`src/rtl/sync_length_header_framer_unit_assert.svh`:
```
// ---------------------------------------------------------------------------
// Assertion macros used by the framer's parser, slhf_parse.
// Each macro expects signals named clk and arst_n in the enclosing module.
// ---------------------------------------------------------------------------
`ifndef SYNC_LENGTH_HEADER_FRAMER_UNIT_ASSERT_SVH
`define SYNC_LENGTH_HEADER_FRAMER_UNIT_ASSERT_SVH

// The consequent must hold in the same cycle as the antecedent.
`define SLHF_ASSERT_SAME(label, ante, cons, msg) \
	label: assert property (@(posedge clk) disable iff (!arst_n) (ante) |-> (cons)) \
		else $error(msg);

// The consequent must hold in the cycle after the antecedent.
`define SLHF_ASSERT_NEXT(label, ante, cons, msg) \
	label: assert property (@(posedge clk) disable iff (!arst_n) (ante) |=> (cons)) \
		else $error(msg);

`endif

```
`src/rtl/slhf_pkg.sv`:
```
`timescale 1ns / 1ps
`default_nettype none
// ---------------------------------------------------------------------------
// slhf_pkg
// Types, register indexes and reset constants of the sync/length framer.
// ---------------------------------------------------------------------------
package slhf_pkg;

	// Register indexes on the configuration port (byte address 4 * index).
	localparam logic REG_SYNC  = 1'b0;
	localparam logic REG_IDENT = 1'b1;

	// Register reset values.
	localparam logic [7:0]  SYNC_RESET  = 8'hAA;
	localparam logic [10:0] IDENT_RESET = 11'h636;

	// Header bytes held before the final header byte arrives.
	localparam logic [2:0] STORE_DEPTH = 3'd5;

	// Frame parser modes.
	typedef enum logic [1:0] {
		MODE_HUNT    = 2'd0,
		MODE_COLLECT = 2'd1,
		MODE_DISCARD = 2'd2
	} mode_t;

	// Configuration register contents.
	typedef struct packed {
		logic [7:0]  sync_value;
		logic [10:0] frame_ident;
	} cfg_t;

	// One decoded frame header.
	typedef struct packed {
		logic [63:0] payload;
		logic [10:0] ident_out;
		logic [7:0]  sequence_res;
		logic [15:0] length_field;
		logic [15:0] opcode_field;
		logic [15:0] skip_count;
	} result_t;

endpackage
`default_nettype wire

```
`src/rtl/slhf_cfg.sv`:
```
`timescale 1ns / 1ps
`default_nettype none
// ---------------------------------------------------------------------------
// slhf_cfg
// APB-style register bank holding the sync byte and the frame identifier.
// ---------------------------------------------------------------------------
module slhf_cfg (
	input  wire logic         clk,
	input  wire logic         arst_n,
	input  wire logic         psel,
	input  wire logic         penable,
	input  wire logic         pwrite,
	input  wire logic [2:0]   paddr,
	input  wire logic [31:0]  pwdata,
	output logic [31:0]       prdata,
	output logic              pready,
	output slhf_pkg::cfg_t    cfg
);
	import slhf_pkg::*;

	logic [7:0]  sync_value_q;
	logic [10:0] frame_ident_q;
	logic        wr_en;
	logic        reg_idx;

	// A write transaction completes in its access phase; the port never stalls.
	assign pready  = 1'b1;
	assign wr_en   = psel && penable && pwrite && pready;
	assign reg_idx = paddr[2];

	// Register update.
	always_ff @(posedge clk or negedge arst_n) begin
		if (!arst_n) begin
			sync_value_q  <= SYNC_RESET;
			frame_ident_q <= IDENT_RESET;
		end else if (wr_en) begin
			case (reg_idx)
				REG_SYNC:  sync_value_q  <= pwdata[7:0];
				REG_IDENT: frame_ident_q <= pwdata[10:0];
				default:   ;
			endcase
		end
	end

	// Read data.
	always_comb begin
		case (reg_idx)
			REG_SYNC:  prdata = {24'h000000, sync_value_q};
			REG_IDENT: prdata = {21'h000000, frame_ident_q};
			default:   prdata = 32'h00000000;
		endcase
	end

	assign cfg.sync_value  = sync_value_q;
	assign cfg.frame_ident = frame_ident_q;

endmodule
`default_nettype wire

```
`src/rtl/slhf_parse.sv`:
```
`timescale 1ns / 1ps
`default_nettype none
`include "sync_length_header_framer_unit_assert.svh"
// ---------------------------------------------------------------------------
// slhf_parse
// Input register and frame parser: hunts for sync, gathers the header,
// decodes it and counts off the trailing bytes.
// ---------------------------------------------------------------------------
module slhf_parse (
	input  wire logic            clk,
	input  wire logic            arst_n,
	input  wire slhf_pkg::cfg_t  cfg,
	input  wire logic [7:0]      rx_byte,
	input  wire logic            in_valid,
	output logic                 in_ready,
	input  wire logic            out_free,
	output logic                 res_load,
	output slhf_pkg::result_t    res
);
	import slhf_pkg::*;

	logic        valid_s1;
	logic [7:0]  byte_s1;
	logic        advance;

	mode_t       mode_q, mode_d;
	logic [2:0]  count_q, count_d;
	logic [15:0] skip_q, skip_d;
	logic [7:0]  store_q [STORE_DEPTH];

	logic        emit;
	logic        store_we;
	logic [2:0]  store_idx;
	logic [15:0] len;
	logic [15:0] skip_dec;

	// The final header byte needs room in the result register; all
	// other bytes move on unconditionally.
	assign advance  = valid_s1 && (!emit || out_free);
	assign in_ready = !valid_s1 || advance;
	assign res_load = advance && emit;

	// Input register.
	always_ff @(posedge clk or negedge arst_n) begin
		if (!arst_n) begin
			valid_s1 <= 1'b0;
		end else if (in_valid && in_ready) begin
			valid_s1 <= 1'b1;
		end else if (advance) begin
			valid_s1 <= 1'b0;
		end
	end

	always_ff @(posedge clk) begin
		if (in_valid && in_ready) begin
			byte_s1 <= rx_byte;
		end
	end

	assign len      = {store_q[3], store_q[2]};
	assign skip_dec = (skip_q != 16'h0000) ? skip_q - 16'h0001 : 16'h0000;

	// Next state.
	always_comb begin
		mode_d  = mode_q;
		count_d = count_q;
		skip_d  = skip_q;
		case (mode_q)
			MODE_COLLECT: begin
				if (count_q < STORE_DEPTH) begin
					count_d = count_q + 3'd1;
				end else begin
					count_d = 3'd0;
					skip_d  = res.skip_count;
					mode_d  = (res.skip_count != 16'h0000) ? MODE_DISCARD : MODE_HUNT;
				end
			end
			MODE_DISCARD: begin
				skip_d = skip_dec;
				if (skip_dec == 16'h0000) begin
					mode_d = MODE_HUNT;
				end
			end
			default: begin
				// Hunting, and the unused mode code, which behaves as hunting.
				mode_d = MODE_HUNT;
				if (byte_s1 == cfg.sync_value) begin
					count_d = 3'd1;
					mode_d  = MODE_COLLECT;
				end
			end
		endcase
	end

	// Outputs: header store write and the decoded result.
	always_comb begin
		emit      = 1'b0;
		store_we  = 1'b0;
		store_idx = count_q;
		case (mode_q)
			MODE_COLLECT: begin
				if (count_q < STORE_DEPTH) begin
					store_we = 1'b1;
				end else begin
					emit = 1'b1;
				end
			end
			MODE_DISCARD: begin
				store_we = 1'b0;
			end
			default: begin
				store_idx = 3'd0;
				store_we  = (byte_s1 == cfg.sync_value);
			end
		endcase

		res.payload      = {16'h0000, byte_s1, store_q[4], store_q[3], store_q[2],
		                    store_q[1], store_q[0]};
		res.ident_out    = cfg.frame_ident;
		res.sequence_res = store_q[1];
		res.length_field = len;
		res.opcode_field = {byte_s1, store_q[4]};
		res.skip_count   = (len >= 16'd2) ? len - 16'd2 : 16'h0000;
	end

	// Control state.
	always_ff @(posedge clk or negedge arst_n) begin
		if (!arst_n) begin
			mode_q  <= MODE_HUNT;
			count_q <= 3'd0;
			skip_q  <= 16'h0000;
		end else if (advance) begin
			mode_q  <= mode_d;
			count_q <= count_d;
			skip_q  <= skip_d;
		end
	end

	// Header store; each entry is written before the frame reads it.
	always_ff @(posedge clk) begin
		if (advance && store_we) begin
			store_q[store_idx] <= byte_s1;
		end
	end

	`SLHF_ASSERT_SAME(a_discard_has_work, mode_q == MODE_DISCARD, skip_q != 16'h0000,
		"discard mode with nothing left to skip")
	`SLHF_ASSERT_SAME(a_collect_count, mode_q == MODE_COLLECT, count_q != 3'd0,
		"collecting with an empty header count")
	`SLHF_ASSERT_NEXT(a_emit_clears_count, res_load, count_q == 3'd0,
		"header count not cleared after a frame")
	`SLHF_ASSERT_NEXT(a_short_frame_hunts, res_load && (res.skip_count == 16'h0000),
		mode_q == MODE_HUNT, "frame without trailer did not return to hunting")

endmodule
`default_nettype wire

```
`src/rtl/slhf_outreg.sv`:
```
`timescale 1ns / 1ps
`default_nettype none
// ---------------------------------------------------------------------------
// slhf_outreg
// Result register holding one decoded frame until the consumer takes it.
// ---------------------------------------------------------------------------
module slhf_outreg (
	input  wire logic               clk,
	input  wire logic               arst_n,
	input  wire logic               res_load,
	input  wire slhf_pkg::result_t  res,
	output logic                    out_free,
	output logic                    out_valid,
	input  wire logic               out_ready,
	output slhf_pkg::result_t       res_out
);
	import slhf_pkg::*;

	logic    valid_q;
	result_t res_q;

	// Free when empty or being emptied in this cycle.
	assign out_free  = !valid_q || out_ready;
	assign out_valid = valid_q;
	assign res_out   = res_q;

	// Valid flag.
	always_ff @(posedge clk or negedge arst_n) begin
		if (!arst_n) begin
			valid_q <= 1'b0;
		end else if (res_load) begin
			valid_q <= 1'b1;
		end else if (out_ready) begin
			valid_q <= 1'b0;
		end
	end

	// Result payload.
	always_ff @(posedge clk) begin
		if (res_load) begin
			res_q <= res;
		end
	end

endmodule
`default_nettype wire

```
`src/rtl/sync_length_header_framer_unit.sv`:
```
`timescale 1ns / 1ps
`default_nettype none
// Timing: a byte is registered on acceptance and decoded in the next cycle; the result
// of a final header byte goes from the input register through the result register to out_valid.
// Throughput: one byte per cycle, set by the combinational parser between the input
// register and the result register; a waiting result stalls only a final header byte.
// Reset: arst_n clears all control state at once; registers return to sync 0xAA, ident 0x636.
// ---------------------------------------------------------------------------
// sync_length_header_framer_unit
// Byte-stream framer that finds a sync byte, decodes a six-byte header and
// skips the frame trailer.
// ---------------------------------------------------------------------------
module sync_length_header_framer_unit (
	input  wire logic        clk,
	input  wire logic        arst_n,
	// Byte input channel.
	input  wire logic [7:0]  rx_byte,
	input  wire logic        in_valid,
	output logic             in_ready,
	// Result channel.
	output logic [63:0]      payload,
	output logic [10:0]      ident_out,
	output logic [7:0]       sequence_res,
	output logic [15:0]      length_field,
	output logic [15:0]      opcode_field,
	output logic [15:0]      skip_count,
	output logic             out_valid,
	input  wire logic        out_ready,
	// Configuration port.
	input  wire logic        psel,
	input  wire logic        penable,
	input  wire logic        pwrite,
	input  wire logic [2:0]  paddr,
	input  wire logic [31:0] pwdata,
	output logic [31:0]      prdata,
	output logic             pready
);
	import slhf_pkg::*;

	cfg_t    cfg;
	result_t res;
	result_t res_out;
	logic    res_load;
	logic    out_free;

	// Register bank.
	slhf_cfg u_cfg (
		.clk     (clk),
		.arst_n  (arst_n),
		.psel    (psel),
		.penable (penable),
		.pwrite  (pwrite),
		.paddr   (paddr),
		.pwdata  (pwdata),
		.prdata  (prdata),
		.pready  (pready),
		.cfg     (cfg)
	);

	// Parser.
	slhf_parse u_parse (
		.clk      (clk),
		.arst_n   (arst_n),
		.cfg      (cfg),
		.rx_byte  (rx_byte),
		.in_valid (in_valid),
		.in_ready (in_ready),
		.out_free (out_free),
		.res_load (res_load),
		.res      (res)
	);

	// Result register.
	slhf_outreg u_outreg (
		.clk       (clk),
		.arst_n    (arst_n),
		.res_load  (res_load),
		.res       (res),
		.out_free  (out_free),
		.out_valid (out_valid),
		.out_ready (out_ready),
		.res_out   (res_out)
	);

	assign payload      = res_out.payload;
	assign ident_out    = res_out.ident_out;
	assign sequence_res = res_out.sequence_res;
	assign length_field = res_out.length_field;
	assign opcode_field = res_out.opcode_field;
	assign skip_count   = res_out.skip_count;

endmodule
`default_nettype wire

```
`config.mk`:
```
export PLATFORM = sky130hd
export DESIGN_NAME = sync_length_header_framer_unit
export DESIGN_NICKNAME = d
export VERILOG_FILES = /design/src/rtl/slhf_pkg.sv /design/src/rtl/slhf_cfg.sv /design/src/rtl/slhf_parse.sv /design/src/rtl/slhf_outreg.sv /design/src/rtl/sync_length_header_framer_unit.sv
export VERILOG_INCLUDE_DIRS = /design/src /design/src/rtl
export SDC_FILE = /design/constraint.sdc
export NUM_CORES = 1
export LEC_CHECK = 0
export BUFFER_PORTS_ARGS = -buffer_cell sky130_fd_sc_hd__clkbuf_2
export CAP_MARGIN = 10
export CORE_ASPECT_RATIO = 1.5
export CORE_MARGIN = 4
export CORE_UTILIZATION = 45
export DETAILED_ROUTE_END_ITERATION = 8
export GPL_ROUTABILITY_DRIVEN = 1
export PLACE_DENSITY = 0.67
export SYNTH_ARGS = -nofsm -noshare
export SYNTH_HDL_FRONTEND = slang
export SYNTH_SLANG_ARGS = --single-unit
export TNS_END_PERCENT = 5
```
`constraint.sdc`:
```
create_clock -name clk -period 6.2 [get_ports clk]
set_input_delay 0.62 -clock clk [delete_from_list [all_inputs] [get_ports clk]]
set_output_delay 0.62 -clock clk [all_outputs]
set_load 0.02 [all_outputs]
```
### After elaboration in Yosys (flattened, before gate mapping)

Memories as Yosys holds them, arrays and structs flattened. A register that Yosys moved wholly into a read port is not among the register bits.
Cells that the tools add are included.

| cells by class | value |
|---|---|
| $add $sub $neg | 3 |
| multipliers | 0 |
| div/mod/pow operators | 0 |
| $lt $le $gt $ge | 2 |
| equality and inequality tests | 5 |
| shifts and indexed selects | 0 |
| mux-type cells | 24 |
| bitwise logic cells | 2 |
| reduce and logical (&&, ||, !) cells | 25 |

Operators with widths:

| kind | number |
|---|---|
| case mux 32 bit (2 select lines) | 1 |
| 2-to-1 mux 16 bit | 3 |
| case mux 16 bit (2 select lines) | 1 |
| nonzero test 16 bit | 2 |
| greater-or-equal comparator 16 x 2 -> 1 bit (second input constant) | 1 |
| logical NOT 16 bit | 1 |
| subtractor 16 x 1 -> 16 bit (second input constant) | 1 |
| subtractor 16 x 2 -> 16 bit (second input constant) | 1 |
| 2-to-1 mux 1 bit | 10 |
| 2-to-1 mux 3 bit | 3 |
| AND reduction 3 bit | 3 |
| equality test 8 bit | 1 |
| nonzero test 2 bit | 4 |
| logical AND 1 bit | 6 |
| 2-to-1 mux 2 bit | 3 |
| case mux 3 bit (2 select lines) | 1 |
| case mux 2 bit (2 select lines) | 1 |
| AND reduction 2 bit | 2 |
| adder 3 x 1 -> 3 bit (second input constant) | 1 |
| logical NOT 1 bit | 3 |
| logical OR 1 bit | 3 |
| < comparator 3 bit (second input constant) | 1 |
| equality test 2 x 1 -> 1 bit (second input constant) | 1 |
| equality test 2 bit (second input constant) | 1 |
| other kinds (5) | 6 |

| word-level totals | value |
|---|---|
| register bits after elaboration | 165 |
| bits in latches | 0 |
| memory bits (writable) | 40 |
| memory bits (read-only) | 0 |
| bits of input ports | 50 |
| output and inout port bits | 166 |
| logic and storage cells | 76 |
| memories | 1 |

Memories:

| memory | depth | width | read ports | clocked after Yosys merged registers in | write ports | line | RTL |
|---|---|---|---|---|---|---|---|
| u_parse.store_q | 5 | 8 | 5 | 1 | 1 | slhf_parse.sv:29 | `logic [7:0] store_q [STORE_DEPTH];` |

### Longest topological paths before layout

| depth | value |
|---|---|
| depth in word-level cells | 9 |
| mapped depth | 9 |
| gate-level depth less buffers | 8 |

### Hierarchy

A second synthesis with hierarchy kept.

| unflattened totals | value |
|---|---|
| cells, all modules | 608 |
| area total of the unflattened synthesis | 9120.0 sq um |

By module, submodules not included:

| module | instances | cells each | area an instance (sq um) | sequential area each (sq um) |
|---|---|---|---|---|
| slhf_parse | 1 | 397 | 4065.1 | 1991.9 |
| slhf_outreg | 1 | 134 | 3981.3 | 3958.8 |
| slhf_cfg | 1 | 77 | 1073.5 | 488.0 |

### Worst setup path before layout

OpenSTA, ideal clock, no wires.

| timing path | value |
|---|---|
| path type | reg-to-reg |
| start | register u_parse.count_q[0] |
| end | register u_outreg.res_q (netlist bit u_outreg.res_out[0]), enable pin |
| setup time | 0.509 ns |
| arrival time | 4.152 ns |
| data required time | 5.691 ns |
| setup slack | 1.539 ns |
| stages on the path, launching flop included | 5 |
| buffers on the path | 1 |
| clock period less this slack | 4.661 ns |
| cell sequence | dfrtp_1 -> clkbuf_1 -> o211ai_1 -> o21ai_0 -> nor2_1 |

| between the ends | value |
|---|---|
| word-level cells in the longest chain between the ends | 7 |

Ends and longest elaborated chain:

| item | line | RTL |
|---|---|---|
| start, declared | slhf_parse.sv:27 | `logic [2:0] count_q, count_d;` |
| start signal, assigned | slhf_parse.sv:134 | `count_q <= count_d;` |
| < comparator 3 bit * | slhf_parse.sv:102 | `if (count_q < STORE_DEPTH) begin` |
| 2-to-1 mux 1 bit * | slhf_parse.sv:102 |  |
| 2-to-1 mux 1 bit * | slhf_parse.sv:100 | `case (mode_q)` |
| logical NOT 1 bit | slhf_parse.sv:39 | `assign advance = valid_s1 && (!emit \|\| out_free);` |
| logical OR 1 bit | slhf_parse.sv:39 |  |
| logical AND 1 bit | slhf_parse.sv:39 |  |
| logical AND 1 bit * | slhf_parse.sv:41 | `assign res_load = advance && emit;` |
| net res_load | sync_length_header_framer_unit.sv:43 | `logic res_load;` |
| end signal, assigned | slhf_outreg.sv:41 | `res_q <= res;` |
| end, declared | slhf_outreg.sv:20 | `result_t res_q;` |

Mark *: on every way through the listed nets, which the timed path passes. The rest lies on a longest branch.
A chain may end at the register's enable or synchronous reset.

### Worst setup path after layout

| timing path | value |
|---|---|
| start | register u_parse.skip_q[0] |
| end | register u_parse.mode_q[0] |

| between the ends | value |
|---|---|
| word-level cells in the longest chain between the ends | 5 |
| elaborated cells between the ends (all ways) | 6 |
| those cells by class | add/sub (1); eq/ne (1); mux (1); reduce/logical (3) |

Ends and longest elaborated chain:

| item | line | RTL |
|---|---|---|
| start, declared | slhf_parse.sv:28 | `logic [15:0] skip_q, skip_d;` |
| start signal, assigned | slhf_parse.sv:135 | `skip_q <= skip_d;` |
| subtractor 16 x 1 -> 16 bit or nonzero test 16 bit (tied branches) | slhf_parse.sv:61 | `assign skip_dec = (skip_q != 16'h0000) ? skip_q - 16'h0001 : 16'h0000;` |
| 2-to-1 mux 16 bit * | slhf_parse.sv:61 |  |
| logical NOT 16 bit * | slhf_parse.sv:80 | `if (skip_dec == 16'h0000) begin` |
| inequality test 2 x 1 -> 1 bit (no line) * | n/a |  |
| AND reduction 3 bit (no line) * | n/a |  |
| end signal, assigned | slhf_parse.sv:133 | `mode_q <= mode_d;` |
| end, declared | slhf_parse.sv:26 | `mode_t mode_q, mode_d;` |

Mark *: on every way between the ends. The rest lies on a longest branch, timed or not.

==> results_dict.tcl <==
set metrics [dict create \
    seq_area_frac_synth_pct 65.2 \
    core_region_area_um2 15800 \
    dr.pass1.iters 5 \
    post_synthesis_cell_area_um2 7300 \
    fraction_of_the_mapped_netlist_area_in_simple_logic_gates_pct 9.90 \
    worstSkewPairLatency_ns 0.41 \
    synth-edff-count 123 \
    antenna_violating_nets_post_route 0 \
    place_congestion 0.825 \
    die_h_um 164 \
    synth_top_family_by_area "simple AND/OR/NAND/NOR gates" \
    netlist.area_leader.share_pct 50.6 \
    p_leak_nw 3.34 \
    tritoncts.num_buffers 17 \
    horizontal_die_dimension_um 112 \
    ys_dominant_reg_cell "sky130_fd_sc_hd__edfxtp_1" \
    finish.net_count 722 \
    drt-vias-per-instance 5.10 \
    ioPinCount 216 \
    route.detailed.wl_per_inst_um 17.1 \
    synth_compound_area_share_pct 7.08 \
    timing.fmax_ghz 0.297 \
    maximum_number_of_pins_on_one_net_before_global_route_repair 43 \
    final_min_period_over_clock_period_pct 54.3 \
    max-slew-margin-rel_pct 32.6 \
    clock_period_minus_worst_slack_ns 3.36 \
    synth.distinct_cells 61 \
    antenna_found_initial 0 \
    synthesis.yosys.warnings 0 \
    timing.critical_path.mode_cell "sky130_fd_sc_hd__inv_1" \
    die_area_um2 18400 \
    worst-slew-pin-transition_ns 1.00 \
    grt_pass1_wl_um 23800 \
    detailed_place_hpwl_um 11000 \
    critical_path_peak_fanout 14 \
    cts-htree-levels 4 \
    cts.repair_timing.setup_buffer_count 0 \
    floorplan.initialDensity_pct 46.3 \
    syn_area_per_cell_um2 13.3 \
    port_buf_inserts 154 \
    clock_tree_from_tritoncts "built" \
    synth_cells 547 \
    setup-violations-final 0 \
    detailedRoute.firstIterationViolations 323 \
    grt.overflow.total 0 \
    netlist_top_cells_count "123 x sky130_fd_sc_hd__edfxtp_1, 78 x sky130_fd_sc_hd__buf_4, 45 x sky130_fd_sc_hd__nor2_1" \
    detail_route.drc_violations 0 \
    grt_usage_pct 16.7 \
    timing.critical_path.from_type "register" \
    largest_stage_delay_on_the_critical_path_ns 0.56 \
    async_flop_share_pct 25.5 \
    crit_path_cell_trace "inv_1 -> ha_1 -> nor3b_2 -> and4_1 -> nand2b_1 -> inv_1 -> a221oi_2 -> mux2_2" \
    cts-root-to-sink-buffers 2 \
    endpoint_kind "register" \
    finalWirelength_um 15100 \
    power.density_nw_per_um2 340 \
    total_negative_slack_ns 0 \
    synthAdderAreaFrac_pct 0.857 \
    vias 4506 \
    hold_path_class "input port to asynchronous set/reset pin" \
    clock-skew-final_ns 0.00997 \
    synth_mux_area_share_pct 5.01 \
    area_growth_from_synthesis_to_layout_pct 16.0 \
    rsz_0062_raised_after_global_routing "false" \
    final_core_utilization_pct 53.7 \
    root_buffer "sky130_fd_sc_hd__clkbuf_16" \
    flops_latches_synth 165 \
    timing_max_transition_violations_final 0 \
    largest_area_contributor_in_the_synthesized_netlist "sky130_fd_sc_hd__edfxtp_1" \
    cpMaxStageDelayCell "sky130_fd_sc_hd__nor3b_2" \
    synth_xor_xnor_area_share_pct 2.16 \
    run_status "completed" \
    cp_data_arrival_time_ns 3.66 \
    cts_resized 0 \
    clk_pin_slew_worst_paths_ns 0.07 \
    timing.critical_path.max_delay_family "simple AND/OR/NAND/NOR gates" \
    synth_most_common_cell "sky130_fd_sc_hd__edfxtp_1" \
    path_buf_inv 2 \
    max-cap-violations 0 \
    first_global_vias 4461 \
    cts_num_sinks 165 \
    netlist_top_cells_area "sky130_fd_sc_hd__edfxtp_1 51%, sky130_fd_sc_hd__dfrtp_1 11%, sky130_fd_sc_hd__buf_4 8.0%" \
    count_of_filler_cells_inserted_in_the_layout 1348 \
    std_cell_rows 56 \
    n_antenna_cell 0 \
    fraction_of_final_layout_cells_sized_beyond_drive_strength_1_pct 35.4 \
    post_cts_hold_buffer_count 0 \
    final-hold-violation-count 0 \
    worst-endpoint-required_ns 6.50 \
    vdd_ir_drop_max_v 0.000217 \
    critical_path_class "register to register" \
]
## cell type report
type | instances | area (µm²) | area share [%]
timing repair buffer | 158 | 813 | 9.61
clock inverter | 15 | 181 | 2.14
tap | 203 | 254 | 3.00
clock buffer | 17 | 425 | 5.03
sequential | 165 | 4760 | 56.2
multi-input combinational | 310 | 1970 | 23.3
inverter | 15 | 56.3 | 0.665
## worst paths after layout
check,from,endpoint,slack [ns],depth (start not counted)
max,u_parse.skip_q[0],u_parse.mode_q[0],2.84,8
min,arst_n,u_parse.skip_q[5],0.28,2
max reg2reg,u_parse.skip_q[0],u_parse.mode_q[0],2.84,8
min reg2reg,u_parse.store_q[1][4],u_outreg.res_out[52],0.42,0
max in group asynchronous,arst_n,u_cfg.frame_ident_q[5],5.53,2
min in group clk,rx_byte[4],u_parse.byte_s1[4],0.37,1
## cells by family after synthesis
family	Yosys count
compound gates	85
xor+xnor	18
fa+ha+maj	5
buf+inv	108
flops	165
mux	33
other cells	2
simple gates	131
## metal layers
layer | global-route usage (%) | share of wire, % | vias up
met5 | 0 | 0 | -
met3 | 3.72 | 6.4 | 33
met4 | 7.82 | 3.1 | 0
li1 | - | - | 2130
met1 | 19.4 | 38 | 2147
met2 | 29.4 | 52 | 196
## power by group
| part | total (W) | internal (W) | switching, W |
|---|---|---|---|
| clock | 0.00105 | 0.000578 | 0.000467 |
| combinational | 0.000437 | 0.000176 | 0.000260 |
| sequential | 0.00139 | 0.00128 | 0.000110 |
| total | 0.00287 | 0.00204 | 0.000838 |
## metrics by stage
step	power [W]	cell area, µm²	std cells	setup WS [ns]	hold WS, ns
2_1_floorplan	0.00173	7430	583	1.54	0.324
3_3_place_gp	0.00183	7840	850	2.96	0.404
3_5_place_dp	0.00184	7840	850	2.92	0.405
4_1_cts	0.00289	8440	882	2.90	0.298
5_1_grt	0.00302	8460	883	2.64	0.320
6_report	0.00287	8460	883	2.84	0.278
## flip-flops by register name, summed over array words and instances (netlist names)
register             count
u_outreg.out_valid       1
u_parse.valid_s1         1
u_cfg.frame_ident_q     11
u_parse.mode_q           2
u_parse.count_q          3
u_parse.skip_q          16
u_cfg.sync_value_q       8
u_parse.byte_s1          8
u_outreg.res_out        75
u_parse.store_q         40
## cell usage in the layout (no fill, tap or decap), types with 12 or more instances in the layout
cell type                   Yosys  final
sky130_fd_sc_hd__clkbuf_16      0     17
sky130_fd_sc_hd__a21oi_1       22     22
sky130_fd_sc_hd__xnor2_1       17     17
sky130_fd_sc_hd__conb_1         2     38
sky130_fd_sc_hd__inv_1         15     15
sky130_fd_sc_hd__nand2_1       16     16
sky130_fd_sc_hd__o21ai_0       29     29
sky130_fd_sc_hd__mux2_2        28     28
sky130_fd_sc_hd__dfrtp_1       32     32
sky130_fd_sc_hd__edfxtp_1     123    123
sky130_fd_sc_hd__nor2_1        45     44
sky130_fd_sc_hd__nor4_1        12     12
sky130_fd_sc_hd__clkbuf_2       0    154
No activity file was read; power rests on OpenSTA's default activity.
